File: src/rtl/sabd_pkg.sv
// Package with the types, constants and helper functions of the sensor average bar display.
`timescale 1ns / 1ps
package sabd_pkg;

   // Number of LED bar rows sent per reading, and the width of a row number.
   localparam int ROWS  = 10;
   localparam int ROW_W = 4;
   localparam int AVG_W = 16;

   // Reset values and limits of the running averages.
   localparam logic [AVG_W-1:0] TEMP_AVG_RESET  = 16'(25 << 6);
   localparam logic [AVG_W-1:0] LIGHT_AVG_RESET = 16'd0;
   localparam logic [AVG_W:0]   LIGHT_AVG_LIMIT = 17'(1600 << 4);
   localparam logic [AVG_W-1:0] LIGHT_AVG_MAX   = 16'((1600 << 4) - 1);

   // Unit glyph codes on the display.
   localparam logic [4:0] GLYPH_CELSIUS = 5'h14;
   localparam logic [4:0] GLYPH_LUX     = 5'h15;

   // Temperature bar: LEDs from this index on get thresholds shifted down, partly below zero.
   localparam logic [6:0]       TEMP_WRAP_ID     = 7'd50;
   localparam logic [AVG_W-1:0] TEMP_WRAP_OFFSET = 16'(128 * 60);

   // Last row number, sized to the row field.
   localparam logic [ROW_W-1:0] LAST_ROW = ROW_W'(ROWS - 1);

   // Updated average handed from the update stage to the row emitter.
   typedef struct packed {
      logic [AVG_W-1:0] avg;
      logic             light;
   } sabd_avg_type;

   // Display digits that stay the same for all rows of one reading.
   typedef struct packed {
      logic [3:0] first;
      logic [3:0] second;
      logic [3:0] third;
   } sabd_digits_type;

   // Threshold of one LED: 320 per step for light, 128 per step for
   // temperature with the upper LEDs shifted down by 60 steps.
   function automatic logic [AVG_W-1:0] bar_threshold(input logic light_sel,
                                                      input logic [6:0] id);
      logic [AVG_W-1:0] id_ext;
      logic [AVG_W-1:0] th;
      id_ext = {9'd0, id};
      if (light_sel) begin
         th = (id_ext << 8) + (id_ext << 6);
      end else if (id < TEMP_WRAP_ID) begin
         th = id_ext << 7;
      end else begin
         th = (id_ext << 7) - TEMP_WRAP_OFFSET;
      end
      return th;
   endfunction

endpackage

File: src/rtl/sabd_req_if.sv
// Channel interfaces for readings and for bar row results.
`timescale 1ns / 1ps
interface sabd_req_if;
   logic        valid;
   logic        ready;
   logic        light_mode;
   logic [15:0] reading;

   modport source (output valid, output light_mode, output reading, input ready);
   modport sink   (input valid, input light_mode, input reading, output ready);
endinterface

interface sabd_rsp_if;
   logic        valid;
   logic        ready;
   logic [3:0]  row_index;
   logic [7:0]  row_bits;
   logic [3:0]  digit_first;
   logic [3:0]  digit_second;
   logic [3:0]  digit_third;
   logic [4:0]  digit_unit;
   logic        colon_on;
   logic [15:0] average_value;
   logic        last_row;

   modport source (output valid, output row_index, output row_bits, output digit_first,
                   output digit_second, output digit_third, output digit_unit,
                   output colon_on, output average_value, output last_row,
                   input ready);
   modport sink   (input valid, input row_index, input row_bits, input digit_first,
                   input digit_second, input digit_third, input digit_unit,
                   input colon_on, input average_value, input last_row,
                   output ready);
endinterface

File: src/rtl/sabd_update.sv
// Running average update for the temperature and light readings.
`timescale 1ns / 1ps
module sabd_update (
   input  logic                  clock,
   input  logic                  reset,
   sabd_req_if.sink              req_ch,
   output logic                  upd_valid,
   input  logic                  upd_ready,
   output sabd_pkg::sabd_avg_type upd_data
);
   import sabd_pkg::*;

   logic [AVG_W-1:0] temp_avg_ff, temp_avg_in;
   logic [AVG_W-1:0] light_avg_ff, light_avg_in;
   logic             valid_ff, valid_in;
   sabd_avg_type     data_ff, data_in;
   logic             accept;
   logic [19:0]      temp_sum;
   logic [AVG_W:0]   light_sum;
   logic [AVG_W-1:0] temp_new;
   logic [AVG_W-1:0] light_new;

   // The holding register frees up when the row emitter takes its item.
   assign req_ch.ready = !valid_ff || upd_ready;
   assign accept       = req_ch.valid && req_ch.ready;

   // Temperature: (avg*7 + x) / 8; light: avg/8*7 + x/8, clamped.
   always_comb begin
      temp_sum  = ({4'd0, temp_avg_ff} << 3) - {4'd0, temp_avg_ff} + {4'd0, req_ch.reading};
      temp_new  = temp_sum[18:3];
      light_sum = ({4'd0, light_avg_ff[15:3]} << 3) - {4'd0, light_avg_ff[15:3]}
                  + {4'd0, req_ch.reading[15:3]};
      light_new = (light_sum >= LIGHT_AVG_LIMIT) ? LIGHT_AVG_MAX : light_sum[15:0];
   end

   // Only the selected mode's average moves.
   always_comb begin
      temp_avg_in  = temp_avg_ff;
      light_avg_in = light_avg_ff;
      data_in      = data_ff;
      if (accept) begin
         data_in.light = req_ch.light_mode;
         if (req_ch.light_mode) begin
            light_avg_in = light_new;
            data_in.avg  = light_new;
         end else begin
            temp_avg_in = temp_new;
            data_in.avg = temp_new;
         end
      end
   end

   // Holding register valid flag.
   always_comb begin
      valid_in = valid_ff;
      if (accept) begin
         valid_in = 1'b1;
      end else if (upd_ready) begin
         valid_in = 1'b0;
      end
   end

   always_ff @(posedge clock) begin
      if (reset) begin
         temp_avg_ff  <= TEMP_AVG_RESET;
         light_avg_ff <= LIGHT_AVG_RESET;
         valid_ff     <= 1'b0;
      end else begin
         temp_avg_ff  <= temp_avg_in;
         light_avg_ff <= light_avg_in;
         valid_ff     <= valid_in;
      end
   end

   always_ff @(posedge clock) begin
      data_ff <= data_in;
   end

   assign upd_valid = valid_ff;
   assign upd_data  = data_ff;

endmodule

File: src/rtl/sabd_rows.sv
// Digit conversion and LED bar row emitter with the result register.
`timescale 1ns / 1ps
module sabd_rows (
   input  logic                  clock,
   input  logic                  reset,
   input  logic                  upd_valid,
   output logic                  upd_ready,
   input  sabd_pkg::sabd_avg_type upd_data,
   sabd_rsp_if.source            rsp_ch
);
   import sabd_pkg::*;

   // Working item: average, mode, digits and the next row to send.
   logic             work_valid_ff, work_valid_in;
   sabd_avg_type     work_ff, work_in;
   sabd_digits_type  digits_ff, digits_in;
   logic [ROW_W-1:0] row_ff, row_in;

   // Result register.
   logic             out_valid_ff, out_valid_in;
   logic [ROW_W-1:0] out_row_ff, out_row_in;
   logic [7:0]       out_bits_ff, out_bits_in;
   sabd_digits_type  out_digits_ff, out_digits_in;
   sabd_avg_type     out_avg_ff, out_avg_in;
   logic             out_last_ff, out_last_in;

   logic             out_free;
   logic             emit;
   logic             at_last;
   logic             load;
   sabd_digits_type  digits_new;
   logic [10:0]      dec_n;
   logic [23:0]      prod_tens;
   logic [21:0]      prod_hund;
   logic [7:0]       q_tens;
   logic [4:0]       q_hund;
   logic [9:0]       prod_frac;
   logic [10:0]      rem_units;
   logic [7:0]       rem_tens;
   logic [7:0]       row_bits;

   assign out_free  = !out_valid_ff || rsp_ch.ready;
   assign emit      = work_valid_ff && out_free;
   assign at_last   = (row_ff == LAST_ROW);
   assign upd_ready = !work_valid_ff || (emit && at_last);
   assign load      = upd_valid && upd_ready;

   // Decimal digits by reciprocal multiplication: n/10 = n*6554 >> 16 and
   // n/100 = n*1311 >> 17, both exact for the value range seen here.
   always_comb begin
      if (upd_data.light) begin
         dec_n = upd_data.avg[14:4];
      end else begin
         dec_n = {1'b0, upd_data.avg[15:6]};
      end
      prod_tens = {13'd0, dec_n} * 24'd6554;
      prod_hund = {11'd0, dec_n} * 22'd1311;
      q_tens    = prod_tens[23:16];
      q_hund    = prod_hund[21:17];
      prod_frac = {4'd0, upd_data.avg[5:0]} * 10'd10;
      rem_units = dec_n - ({3'd0, q_tens} << 3) - ({3'd0, q_tens} << 1);
      rem_tens  = q_tens - ({3'd0, q_hund} << 3) - ({3'd0, q_hund} << 1);
      if (upd_data.light) begin
         digits_new.first  = q_hund[3:0];
         digits_new.second = rem_tens[3:0];
         digits_new.third  = rem_units[3:0];
      end else begin
         digits_new.first  = q_tens[3:0];
         digits_new.second = rem_units[3:0];
         digits_new.third  = prod_frac[9:6];
      end
   end

   // One LED row: eight threshold compares against the average.
   always_comb begin
      logic [AVG_W-1:0] diff;
      row_bits = '0;
      for (int j = 0; j < 8; j++) begin
         diff        = bar_threshold(work_ff.light, {row_ff, 3'(j)}) - work_ff.avg;
         row_bits[j] = diff[AVG_W-1];
      end
   end

   // Working item control: load a new item when idle or when the last row leaves.
   always_comb begin
      work_valid_in = work_valid_ff;
      work_in       = work_ff;
      digits_in     = digits_ff;
      row_in        = row_ff;
      if (load) begin
         work_valid_in = 1'b1;
         work_in       = upd_data;
         digits_in     = digits_new;
         row_in        = '0;
      end else if (emit) begin
         work_valid_in = !at_last;
         row_in        = row_ff + 1'b1;
      end
   end

   // Result register.
   always_comb begin
      out_valid_in  = out_valid_ff;
      out_row_in    = out_row_ff;
      out_bits_in   = out_bits_ff;
      out_digits_in = out_digits_ff;
      out_avg_in    = out_avg_ff;
      out_last_in   = out_last_ff;
      if (emit) begin
         out_valid_in  = 1'b1;
         out_row_in    = row_ff;
         out_bits_in   = row_bits;
         out_digits_in = digits_ff;
         out_avg_in    = work_ff;
         out_last_in   = at_last;
      end else if (rsp_ch.ready) begin
         out_valid_in = 1'b0;
      end
   end

   always_ff @(posedge clock) begin
      if (reset) begin
         work_valid_ff <= 1'b0;
         out_valid_ff  <= 1'b0;
         row_ff        <= '0;
      end else begin
         work_valid_ff <= work_valid_in;
         out_valid_ff  <= out_valid_in;
         row_ff        <= row_in;
      end
   end

   always_ff @(posedge clock) begin
      work_ff       <= work_in;
      digits_ff     <= digits_in;
      out_row_ff    <= out_row_in;
      out_bits_ff   <= out_bits_in;
      out_digits_ff <= out_digits_in;
      out_avg_ff    <= out_avg_in;
      out_last_ff   <= out_last_in;
   end

   // Result channel payload.
   assign rsp_ch.valid         = out_valid_ff;
   assign rsp_ch.row_index     = out_row_ff;
   assign rsp_ch.row_bits      = out_bits_ff;
   assign rsp_ch.digit_first   = out_digits_ff.first;
   assign rsp_ch.digit_second  = out_digits_ff.second;
   assign rsp_ch.digit_third   = out_digits_ff.third;
   assign rsp_ch.digit_unit    = out_avg_ff.light ? GLYPH_LUX : GLYPH_CELSIUS;
   assign rsp_ch.colon_on      = !out_avg_ff.light;
   assign rsp_ch.average_value = out_avg_ff.avg;
   assign rsp_ch.last_row      = out_last_ff;

endmodule

File: src/rtl/sensor_average_bar_display_unit.sv
// Top level of the sensor average bar display.
//
// Readings enter on req_ch (light_mode selects temperature in 10.6 or light
// in 12.4 fixed point). Each item updates that mode's running average and
// produces ROWS result items on rsp_ch, one per LED bar row, all carrying the
// same display digits, unit glyph, colon flag and updated average; last_row
// marks the final row.
// A reading is registered in the update stage's holding register, then in
// the row emitter's working register, and its rows leave through the result
// register. The row emitter sends one row per cycle while the receiver keeps
// up. A reading may be accepted while the previous one's rows are still going
// out, so rows of consecutive readings follow without a gap.
// Reset sets the temperature average to 25 degrees, the light average to
// zero, and empties the pipeline.
// When the receiver stalls, the current row holds in the result register,
// the emitter waits, and req_ch.ready drops once the holding stage is full.
`timescale 1ns / 1ps
module sensor_average_bar_display_unit (
   input  logic       clock,
   input  logic       reset,
   sabd_req_if.sink   req_ch,
   sabd_rsp_if.source rsp_ch
);
   import sabd_pkg::*;

   logic         upd_valid;
   logic         upd_ready;
   sabd_avg_type upd_data;

   sabd_update u_update (
      .clock     (clock),
      .reset     (reset),
      .req_ch    (req_ch),
      .upd_valid (upd_valid),
      .upd_ready (upd_ready),
      .upd_data  (upd_data)
   );

   sabd_rows u_rows (
      .clock     (clock),
      .reset     (reset),
      .upd_valid (upd_valid),
      .upd_ready (upd_ready),
      .upd_data  (upd_data),
      .rsp_ch    (rsp_ch)
   );

endmodule

File: src/flat_wrapper.sv
// flat-port wrapper written by rule: the top's interface ports become plain ports
module sensor_average_bar_display_unit_flat import sabd_pkg::*;
  (clock, reset, req_ch_valid, req_ch_light_mode, req_ch_reading, req_ch_ready, rsp_ch_valid, rsp_ch_row_index, rsp_ch_row_bits, rsp_ch_digit_first, rsp_ch_digit_second, rsp_ch_digit_third, rsp_ch_digit_unit, rsp_ch_colon_on, rsp_ch_average_value, rsp_ch_last_row, rsp_ch_ready);
  sabd_req_if req_ch_i ();
  sabd_rsp_if rsp_ch_i ();
  input  logic clock;
  input  logic reset;
  input wire logic [$bits(req_ch_i.valid)-1:0] req_ch_valid;
  input wire logic [$bits(req_ch_i.light_mode)-1:0] req_ch_light_mode;
  input wire logic [$bits(req_ch_i.reading)-1:0] req_ch_reading;
  output wire logic [$bits(req_ch_i.ready)-1:0] req_ch_ready;
  output wire logic [$bits(rsp_ch_i.valid)-1:0] rsp_ch_valid;
  output wire logic [$bits(rsp_ch_i.row_index)-1:0] rsp_ch_row_index;
  output wire logic [$bits(rsp_ch_i.row_bits)-1:0] rsp_ch_row_bits;
  output wire logic [$bits(rsp_ch_i.digit_first)-1:0] rsp_ch_digit_first;
  output wire logic [$bits(rsp_ch_i.digit_second)-1:0] rsp_ch_digit_second;
  output wire logic [$bits(rsp_ch_i.digit_third)-1:0] rsp_ch_digit_third;
  output wire logic [$bits(rsp_ch_i.digit_unit)-1:0] rsp_ch_digit_unit;
  output wire logic [$bits(rsp_ch_i.colon_on)-1:0] rsp_ch_colon_on;
  output wire logic [$bits(rsp_ch_i.average_value)-1:0] rsp_ch_average_value;
  output wire logic [$bits(rsp_ch_i.last_row)-1:0] rsp_ch_last_row;
  input wire logic [$bits(rsp_ch_i.ready)-1:0] rsp_ch_ready;
  assign req_ch_i.valid = req_ch_valid;
  assign req_ch_i.light_mode = req_ch_light_mode;
  assign req_ch_i.reading = req_ch_reading;
  assign req_ch_ready = req_ch_i.ready;
  assign rsp_ch_valid = rsp_ch_i.valid;
  assign rsp_ch_row_index = rsp_ch_i.row_index;
  assign rsp_ch_row_bits = rsp_ch_i.row_bits;
  assign rsp_ch_digit_first = rsp_ch_i.digit_first;
  assign rsp_ch_digit_second = rsp_ch_i.digit_second;
  assign rsp_ch_digit_third = rsp_ch_i.digit_third;
  assign rsp_ch_digit_unit = rsp_ch_i.digit_unit;
  assign rsp_ch_colon_on = rsp_ch_i.colon_on;
  assign rsp_ch_average_value = rsp_ch_i.average_value;
  assign rsp_ch_last_row = rsp_ch_i.last_row;
  assign rsp_ch_i.ready = rsp_ch_ready;
  sensor_average_bar_display_unit u_core (.clock(clock), .reset(reset), .req_ch(req_ch_i), .rsp_ch(rsp_ch_i));
endmodule
File: config.mk
export PLATFORM = sky130hd
export DESIGN_NAME = sensor_average_bar_display_unit_flat
export DESIGN_NICKNAME = d
export VERILOG_FILES = /design/src/rtl/sabd_pkg.sv /design/src/rtl/sabd_req_if.sv /design/src/rtl/sabd_update.sv /design/src/rtl/sabd_rows.sv /design/src/rtl/sensor_average_bar_display_unit.sv /design/src/flat_wrapper.sv
export SDC_FILE = /design/constraint.sdc
export NUM_CORES = 1
export LEC_CHECK = 0
export BUFFER_PORTS_ARGS = -buffer_cell sky130_fd_sc_hd__buf_2
export CORE_MARGIN = 3
export CORE_UTILIZATION = 40
export DETAILED_ROUTE_END_ITERATION = 6
export PLACE_DENSITY_LB_ADDON = 0.05
export SLEW_MARGIN = 20
export SYNTH_ARGS = -nofsm -noshare
export SYNTH_HDL_FRONTEND = slang
export SYNTH_HIERARCHICAL = 1
export SYNTH_SLANG_ARGS = --single-unit
File: constraint.sdc
create_clock -name clock -period 10.9 [get_ports clock]
set_input_delay 0.545 -clock clock [delete_from_list [all_inputs] [get_ports clock]]
set_output_delay 0.545 -clock clock [all_outputs]
set_load 0.03 [all_outputs]
==> results.json <==
{
  "track_usage_pct": 17.6,
  "cts_max_level": 4,
  "antenna_found_initial": 0,
  "cp_cell_sequence": "mux2i_1, inv_1, ha_1, fa_1, fa_1, fa_1, inv_1, fa_1, inv_1, ha_1, a21o_1, a221o_1, nor3_2, a211oi_2, nor2_1, xor2_1, ha_1, xnor3_1, a21boi_0, or4b_1, o221ai_1",
  "timing.rr.end": "u_core/u_rows/digits_ff[7]",
  "synth_cell_types": 83,
  "critPathCaptureType": "register",
  "grt_pass1_vias": 9000,
  "via_count": 8915,
  "worstHoldPathType": "in -> reg",
  "core_mm2": 0.0310,
  "rrSetupSlack_ns": 3.42,
  "cts_sinks": 124,
  "start_util_pct": 41.1,
  "synth_warnings": 6,
  "ys_seq_area_share_pct": 26.4,
  "cts_buffer_depth": 2,
  "portBuffers": 65,
  "vias_per_cell": 4.99,
  "antenna_cells": 0,
  "period_share_pct": 68.7,
  "synthesis.area_mm2": 0.0127,
  "root_buffer": "clkbuf_16",
  "ys_async_sr_fraction_pct": 0,
  "fmax_mhz": 134,
  "clkTransAtPathRegs_ns": 0.06,
  "crit_path_end": "u_core/u_rows/digits_ff[7]",
  "drive_gt1_share_pct": 9.71,
  "cp.arrival_ns": 7.72,
  "grt_pass1_wl_mm": 47.5,
  "synth_most_common_cell": "inv_1",
  "fp.dieH_um": 185,
  "cts_made_buffers": 17,
  "yosys.area.top_type": "edfxtp_1",
  "crit_buf_inv": 3,
  "area_delta_synth_final_pct": 10.4,
  "nNetsFinal": 1698,
  "grt_setup_unrepaired": "no",
  "reg2reg_depth": 21,
  "synthTopCellsByCount": "257 x inv_1, 209 x ha_1, 90 x fa_1, 88 x edfxtp_1, 80 x nand2_1",
  "cp-startpoint": "u_core/u_update/upd_data[0]",
  "ys_ff_latch": 124,
  "die_w_um": 185,
  "avgRoutedWirePerCell_um": 16.2,
  "ios": 70,
  "finalWorstSetupSlack_ns": 3.42,
  "nFillCells": 3044,
  "critPathKind": "reg -> reg",
  "clock_skew_ns": 0.0151,
  "die_area_mm2": 0.0340,
  "drv_cap": 0,
  "synth_cells": 1321,
  "preCtsSetupSlack_ns": 2.91,
  "final-setup-viol-count": 0,
  "dr.pass1.iters": 5,
  "cp_max_fo": 10,
  "synth_top_flop_cell": "edfxtp_1",
  "grt_remaining_overflow": 0,
  "fin_tns_setup_ns": 0,
  "slew_headroom_pct": 47.2,
  "tightestPinTransition_ns": 0.770,
  "routed_wl_mm": 29.0,
  "cp_slowest_cell": "mux2i_1",
  "postCtsHoldBufs": 0,
  "cp_top_family": "adder cells",
  "final_hold_viol_count": 0,
  "gp_congestion": 0.823,
  "start_kind": "register",
  "cpMostUsedCell": "fa_1",
  "slew_violations": 0,
  "r2r-start": "u_core/u_update/upd_data[0]",
  "grt_max_degree": 47,
  "cts_tree": "done",
  "max_stage_delay_ns": 0.72,
  "clkLatencyLatePin_ns": 0.41,
  "required_ns": 11.14,
  "min_period_ns": 7.48,
  "status": "finished, final reports clean",
  "syn-mean-instance-area_um2": 9.65,
  "dp_hpwl_mm": 23.9,
  "drtIter0Drc": 407,
  "drc": 0,
  "synth_edf_count": 88,
  "post_cts.repair.setup_buffers": 0,
  "cp_num_cells": 21,
  "ctsResizeCount": 0,
  "yosys-top-cells-area": "edfxtp_1 21%, ha_1 21%, fa_1 14%",
  "ant_nets": 0,
  "synth_top_area_share_pct": 20.7,
  "row_count": 64
}
==> sequential cells by signal, indices dropped and copies added (netlist names) <==
| register | cells |
|---|---|
| u_core/u_rows/work_ff | 17 |
| u_core/u_update/upd_data | 17 |
| u_core/u_rows/rsp_ch.average_value | 16 |
| u_core/u_update/temp_avg_ff | 16 |
| u_core/u_update/light_avg_ff | 13 |
| u_core/u_rows/digits_ff | 12 |
| u_core/u_rows/rsp_ch.row_bits | 8 |
| u_core/u_rows/row_ff | 4 |
| u_core/u_rows/rsp_ch.digit_first | 4 |
| u_core/u_rows/rsp_ch.digit_second | 4 |
| u_core/u_rows/rsp_ch.digit_third | 4 |
| u_core/u_rows/rsp_ch.row_index | 4 |
| u_core/u_rows/out_avg_ff | 1 |
| u_core/u_rows/rsp_ch.last_row | 1 |
| u_core/u_rows/rsp_ch.valid | 1 |
| u_core/u_rows/work_valid_ff | 1 |
| u_core/u_update/upd_valid | 1 |
==> per-layer routing <==
metal / global-route usage (%) / vias up / share of wire [%]
li1: - / 4593 / -
met2: 27.2 / 110 / 44
met1: 26.6 / 4202 / 53
met5: 0 / - / 0
met3: 2.47 / 10 / 2.8
met4: 3.05 / 0 / 0.69
==> cells by family after synthesis <==
kind of cell / Yosys count / synth area share [%]
buf+inv: 294 / 8.89
simple gates: 246 / 9.20
other cells: 2 / 0.0589
flops: 124 / 26.4
compound gates: 259 / 13.7
xor+xnor: 80 / 5.71
fa+ha+maj: 299 / 34.6
mux: 17 / 1.39
==> through the flow <==
stage	hold slack, ns	std cells	cell area, um^2	util, %
final	0.386	1787	14100	45.4
after global routing	0.397	1787	14100	45.4
after CTS	0.363	1786	14100	45.4
after detailed placement	0.405	1754	13500	43.4
after global placement	0.404	1754	13500	43.4
after floorplan	0.400	1323	12800	-
==> cell type report <==
| cell class | instances | area [um^2] | share of cell area [%] |
|---|---|---|---|
| multi-input combinational | 905 | 8270 | 58.7 |
| sequential | 124 | 3360 | 23.9 |
| inverter | 258 | 968 | 6.88 |
| tap | 396 | 495 | 3.52 |
| clock buffer | 17 | 425 | 3.02 |
| timing repair buffer | 72 | 385 | 2.74 |
| clock inverter | 15 | 171 | 1.22 |
==> worst min-delay path: stages <==
cell,delay (ns)
buf_2,0.10
inv_1,0.04
a21oi_1,0.05
==> layout by cell type, fill, tap and decap left out, drive strengths merged, types with 12 or more instances in the layout <==
cell	instances
o21ai	48
inv	260
nor3	17
nand2	80
a21oi	76
fa	90
a21o	26
mux2i	14
clkbuf	17
nor2b	14
a311oi	12
buf	72
ha	209
a31oi	19
xor2	34
edfxtp	88
dfxtp	36
nor2	72
xnor2	44
==> worst min path at each step <==
stage | startpoint | end | depth (start not counted)
final | req_ch_valid | u_core/u_update/upd_valid | 3
after global routing | req_ch_valid | u_core/u_update/upd_valid | 3
after CTS | req_ch_valid | u_core/u_update/upd_valid | 3
after detailed placement | u_core/u_rows/digits_ff[9] | u_core/u_rows/rsp_ch.digit_first[1] | 0
after global placement | u_core/u_rows/digits_ff[1] | u_core/u_rows/rsp_ch.digit_third[1] | 0
after floorplan | u_core/u_rows/digits_ff[8] | u_core/u_rows/rsp_ch.digit_first[0] | 0
Power is left out: the tool's default activity adds up to more than one toggle a clock period on the data nets, which glitch-free logic cannot reach.
